`src/hw/rtl/rsbk_pkg.sv`:
```
`timescale 1ns / 1ps

package rsbk_pkg;

   typedef struct packed {
      logic signed [31:0] key;
      logic [7:0]         age;
      logic [63:0]        name_first;
      logic [63:0]        name_middle;
      logic [31:0]        name_tail;
   } record_type;

   localparam int RecordWidth = $bits(record_type);

   typedef enum logic [2:0] {
      ST_IDLE,
      ST_RD_CUR,
      ST_CAP_CUR,
      ST_SCAN,
      ST_WR_CUR,
      ST_EMIT_LOAD,
      ST_EMIT_HOLD
   } state_type;

   typedef struct packed {
      logic load;
      logic rd_cur;
      logic cap_cur;
      logic scan;
      logic wr_cur;
      logic emit_start;
      logic emit_load;
      logic emit_next;
      logic finish;
   } cmd_type;

   typedef struct packed {
      logic outer_done;
      logic scan_last;
      logic emit_last;
      logic rsp_xfer;
   } status_type;

endpackage

```
`src/hw/rtl/rsbk_ctrl.sv`:
```
`timescale 1ns / 1ps

module rsbk_ctrl (
   input  logic                 clock,
   input  logic                 reset,
   input  logic                 req_valid,
   input  logic                 req_last,
   input  rsbk_pkg::status_type status,
   output rsbk_pkg::cmd_type    cmd,
   output logic                 req_ready
);

   import rsbk_pkg::*;

   state_type state_ff;
   state_type state_in;

   always_ff @(posedge clock) begin
      if (reset) begin
         state_ff <= ST_IDLE;
      end else begin
         state_ff <= state_in;
      end
   end

   always_comb begin
      state_in  = state_ff;
      cmd       = '0;
      req_ready = 1'b0;
      case (state_ff)
         ST_IDLE: begin
            req_ready = 1'b1;
            if (req_valid) begin
               cmd.load = 1'b1;
               if (req_last) begin
                  state_in = ST_RD_CUR;
               end
            end
         end
         ST_RD_CUR: begin
            if (status.outer_done) begin
               cmd.emit_start = 1'b1;
               state_in       = ST_EMIT_LOAD;
            end else begin
               cmd.rd_cur = 1'b1;
               state_in   = ST_CAP_CUR;
            end
         end
         ST_CAP_CUR: begin
            cmd.cap_cur = 1'b1;
            state_in    = ST_SCAN;
         end
         ST_SCAN: begin
            cmd.scan = 1'b1;
            if (status.scan_last) begin
               state_in = ST_WR_CUR;
            end
         end
         ST_WR_CUR: begin
            cmd.wr_cur = 1'b1;
            state_in   = ST_RD_CUR;
         end
         ST_EMIT_LOAD: begin
            cmd.emit_load = 1'b1;
            state_in      = ST_EMIT_HOLD;
         end
         ST_EMIT_HOLD: begin
            if (status.rsp_xfer) begin
               if (status.emit_last) begin
                  cmd.finish = 1'b1;
                  state_in   = ST_IDLE;
               end else begin
                  cmd.emit_next = 1'b1;
                  state_in      = ST_EMIT_LOAD;
               end
            end
         end
         default: begin
            state_in = ST_IDLE;
         end
      endcase
   end

endmodule

```
`config.mk`:
```
export PLATFORM = sky130hd
export DESIGN_NAME = rsbk_ctrl
export DESIGN_NICKNAME = d
export VERILOG_FILES = /design/src/hw/rtl/rsbk_pkg.sv /design/src/hw/rtl/rsbk_ctrl.sv
export SDC_FILE = /design/constraint.sdc
export NUM_CORES = 1
export LEC_CHECK = 0
export BUFFER_PORTS_ARGS = -buffer_cell sky130_fd_sc_hd__clkbuf_2
export CAP_MARGIN = 20
export CORE_AREA = 4 4 41 43
export CTS_CLUSTER_DIAMETER = 120
export DETAILED_ROUTE_END_ITERATION = 10
export DIE_AREA = 0 0 45 47
export PLACE_DENSITY_LB_ADDON = 0.05
export SLEW_MARGIN = 20
export SYNTH_ARGS = -nofsm -noshare
export SYNTH_HDL_FRONTEND = slang
export SYNTH_SLANG_ARGS = --single-unit
```
`constraint.sdc`:
```
create_clock -name clock -period 1.2 [get_ports clock]
set_clock_uncertainty 0.05 [all_clocks]
set_input_delay 0.06 -clock clock [delete_from_list [all_inputs] [get_ports clock]]
set_output_delay 0.06 -clock clock [all_outputs]
set_load 0.01 [all_outputs]
```
== After elaboration in Yosys (flattened, before gate mapping) ==
Index checks and enable logic that the tools add are counted.

* Eq/ne operators: 10
* Mux-type cells: 22
* Reduce and logical (&&, ||, !) cells: 2

{| class="wikitable"
|+ Operators with widths
! cell !! count
|-
| 3-bit case mux with 7 select lines || 1
|-
| 3-bit two-way mux || 6
|-
| 1-bit two-way mux || 13
|-
| 3-bit == test (second input constant) || 3
|-
| 2-bit inequality test (second input constant) || 4
|-
| 3-bit by 2-bit == test with 1-bit output (second input constant) || 2
|-
| 2-bit two-way mux || 2
|-
| 4-bit AND reduction || 1
|-
| 3-bit by 1-bit == test with 1-bit output (second input constant) || 1
|-
| 3-bit logical NOT || 1
|}

* Flip-flop bits (word level): 3
* Bits of input ports: 8
* Output and inout port bits: 10
* Word-level logic and storage cells: 35

== Longest topological paths before layout ==
* Word-level depth: 3
* Mapped depth: 5
* Depth with buffers taken out: 4

== Worst setup path before layout ==
OpenSTA, ideal clock, no wires.

* Kind: register to register
* From: reg state_ff[2]
* To: reg state_ff[2]
* Library setup time: 0.117 ns
* Arrival: 1.007 ns
* Required time: 1.033 ns
* Setup slack: 0.026 ns
* Cell stages (with the launch flop): 6
* Buffers on the path: 1
* Period minus slack after synthesis: 1.174 ns
* Cells stage by stage: dfxtp_1 -> buf_6 -> nor3_2 -> nand2_1 -> nand3_2 -> o21ai_1

* Word-level cells in the longest chain between the ends: 3
* Elaborated cells between the ends (all ways): 13
* Classes of those cells: eq/ne (10); mux (1); reduce/logical (2)

{| class="wikitable"
|+ Ends and longest elaborated chain
! element !! RTL line !! text
|-
| from (decl) || rsbk_ctrl.sv:15 || <nowiki>state_type state_ff;</nowiki>
|-
| from (signal assigned) || rsbk_ctrl.sv:22 || <nowiki>state_ff <= state_in;</nowiki>
|-
| 3-bit by 2-bit == test with 1-bit output, or another cell as far along || rsbk_ctrl.sv:30 || <nowiki>case (state_ff)</nowiki>
|-
| 2-bit inequality test (no line) || - ||
|-
| 4-bit AND reduction (no line) || - ||
|}

Parallel ways exist; a longest one is shown, timed or not.
A chain may end at the register's enable or synchronous reset.

==> impl_metrics.tcl <==
set metrics [dict create \
    ios 18 \
    final_cell_mix "buf_4, clkbuf_2, buf_6" \
    cp_max_fo 5 \
    die-area_sq_um 2120 \
    worstSetupPathDepth 4 \
    critPathTopFamily "flip-flops" \
    start_util_pct 24.8 \
    max_freq_ghz 0.785 \
    fp.dieW_microns 45 \
    firstDrtPassIters 4 \
    die_y_microns 47 \
    antenna_found_initial 0 \
    numClockSinks 3 \
    violations "setup timing" \
    synth_cell_types 24 \
    final_cells 95 \
    drtIter0Drc 4 \
    power_mw 0.472 \
    num_rows 13 \
    avgSynthCellArea_sq_um 7.17 \
    area_growth_pct 109 \
    wl_mm 1.04 \
    arrival_ns 1.16 \
    required_ns 1.09 \
    fin_nets 89 \
    htree_levels 1 \
    critPathBufInv 2 \
    worst_setup_path_end_kind "output port" \
    largest_reg_flops 3 \
    muxShareOfSynthArea_pct 0 \
    ys_warn_count 0 \
    detail-route-antenna-nets 0 \
    gp_congestion 0.702 \
    route.vias.total 455 \
    n_fill_cell 138 \
    period_share_pct 106 \
    clk_latency_ns 0.24 \
    fin_util_pct 51.9 \
    grt_max_degree 10 \
    slowest_delay_ns 0.34 \
    synth-compound-area-share_pct 26.0 \
    cts_buffers 3 \
    tightest_slew_ns 0.266 \
    worst_slack_ns -0.0747 \
    drc 0 \
    criticalPathCategory "reg2out" \
    overflow 0 \
    finalHoldViolCount 0 \
    slew_viol_final 0 \
    dp_cells 84 \
    grt_setup_unrepaired "true" \
    holdWs_ns 0.00932 \
    ff2ff_setup_slack_ns 0.02 \
    power_density_nw_per_um2 699 \
    finalSetupViolations 7 \
    top_regs "state_ff x3" \
    dp_hpwl_microns 759 \
    run_status "finished with violations" \
    grt_pass1_wl_mm 1.70 \
    grt_pass1_vias 418 \
    maxCapViolCount 0 \
    ys_ff_latch 3 \
    p_leak_nw 0.322 \
    cts_tree "built" \
    synth_fp_nets 53 \
    critPathLaunchType "flip-flop" \
    mappedNetlistArea_sq_um 323 \
    core_area_sq_um 1300 \
    r2r.worst_path.cells 6 \
    synthAdderAreaFrac_pct 0 \
    clk_pin_slew_ns 0.04 \
    final_layout_size_suffix_gt1_share_pct 70.0 \
    layout_commonest_cell "buf_4" \
    min_period_ns 1.27 \
    grt.total_usage_pct 11.3 \
    wl_per_cell_microns 11.0 \
    cts.path.max_buffers 2 \
    n_antenna_cell 0 \
    regMostFlops "state_ff" \
    vias_per_cell 4.79 \
    synthSimpleGateAreaFrac_pct 46.5 \
    ir_worst_vdd_uv 462 \
    slowest_stage "dfxtp_2" \
    ys.flop_type "dfxtp_1" \
    async_flop_share_pct 0 \
    min_delay_path_depth 2 \
    synth_top_family_by_area "simple AND/OR/NAND/NOR gates" \
    ys_seq_area_share_pct 18.6 \
    hp-class "in2reg" \
    crit_chain "buf_12 -> nor3_4 -> and2_1 -> buf_2" \
    synth_xor_area_share_pct 0 \
    io_buffers 17 \
    synthCells 45 \
    cts-root-buf "clkbuf_4" \
    synth_edf_count 0 \
    slew_headroom_pct 82.2 \
    place_ws_ns 0.0218 \
]
==> per-stage QoR <==
step                      instance area, sq um  setup TNS, ns
final                                      676         -0.398
after global routing                       676         -0.947
after CTS                                  607         -0.476
after detailed placement                   493              0
after global placement                     493        -0.0184
after floorplan                            323              0
==> area by class of cell <==
type | count | area (sq um) | share of cell area [%]
multi-input cells | 37 | 295 | 43.7
well taps | 15 | 18.8 | 2.78
clock buffers | 4 | 26.3 | 3.89
repair buffers | 34 | 256 | 38.0
flip-flops and latches | 3 | 68.8 | 10.2
inverters | 2 | 10.0 | 1.48
==> worst paths after layout <==
| kind | endpoint | start |
|---|---|---|
| max | cmd[8] | state_ff[0] |
| min reg2reg | state_ff[1] | state_ff[1] |
| min | state_ff[1] | reset |
| max reg2reg | state_ff[0] | state_ff[0] |
==> worst register-to-register path, stage by stage (launching register included) <==
cell	delay, ns
dfxtp_2	0.34
buf_12	0.13
nor3_4	0.20
buf_4	0.14
nand2_1	0.05
nand3_2	0.09
o31ai_2	0.06
==> cell families (layout without fill, tap and decap cells) <==
kind of cell / after synthesis / after routing
AOI/OAI and AO/OA: 12 / 12
buffers and inverters: 5 / 40
DFF: 3 / 3
and+or+nand+nor: 25 / 25
==> metal layers <==
| layer | vias to the layer above | GRT usage (%) | routed length (microns) |
|---|---|---|---|
| met4 | 0 | 7.02 | 17 |
| met5 | - | 0 | 0 |
| met2 | 17 | 18.6 | 506 |
| met1 | 208 | 14.1 | 435 |
| met3 | 2 | 1.15 | 83 |
| li1 | 228 | - | - |
==> Yosys cell counts (2+ instances only) <==
| cell type | count | share of area [%] |
|---|---|---|
| buf_2 | 2 | 3.1 |
| o21ai_1 | 2 | 3.1 |
| nor4b_1 | 2 | 5.4 |
| nor2_1 | 5 | 5.8 |
| dfxtp_1 | 3 | 19 |
| nand2_1 | 7 | 8.1 |
| and3_1 | 2 | 3.9 |
| o21ai_0 | 3 | 4.6 |
| nor3b_2 | 2 | 7.8 |
| a21oi_1 | 3 | 4.6 |
==> power by group <==
group | switching, mW | internal, mW | leakage [nW]
clock | 0.0547 | 0.125 | 0.0150
combinational | 0.0800 | 0.0992 | 0.280
sequential | 0.0101 | 0.103 | 0.0264
total | 0.145 | 0.327 | 0.322
==> timing repair <==
action / 4_1_cts / 5_1_grt
resized for setup: 17 / 17
pin swaps: 6 / 5
endpoints found under the hold margin: 0 / 0
buffers inserted: 5 / 3
hold buffers: 0 / 0
endpoints found under the setup margin: 10 / 13
No activity file was read; power rests on OpenSTA's default activity.
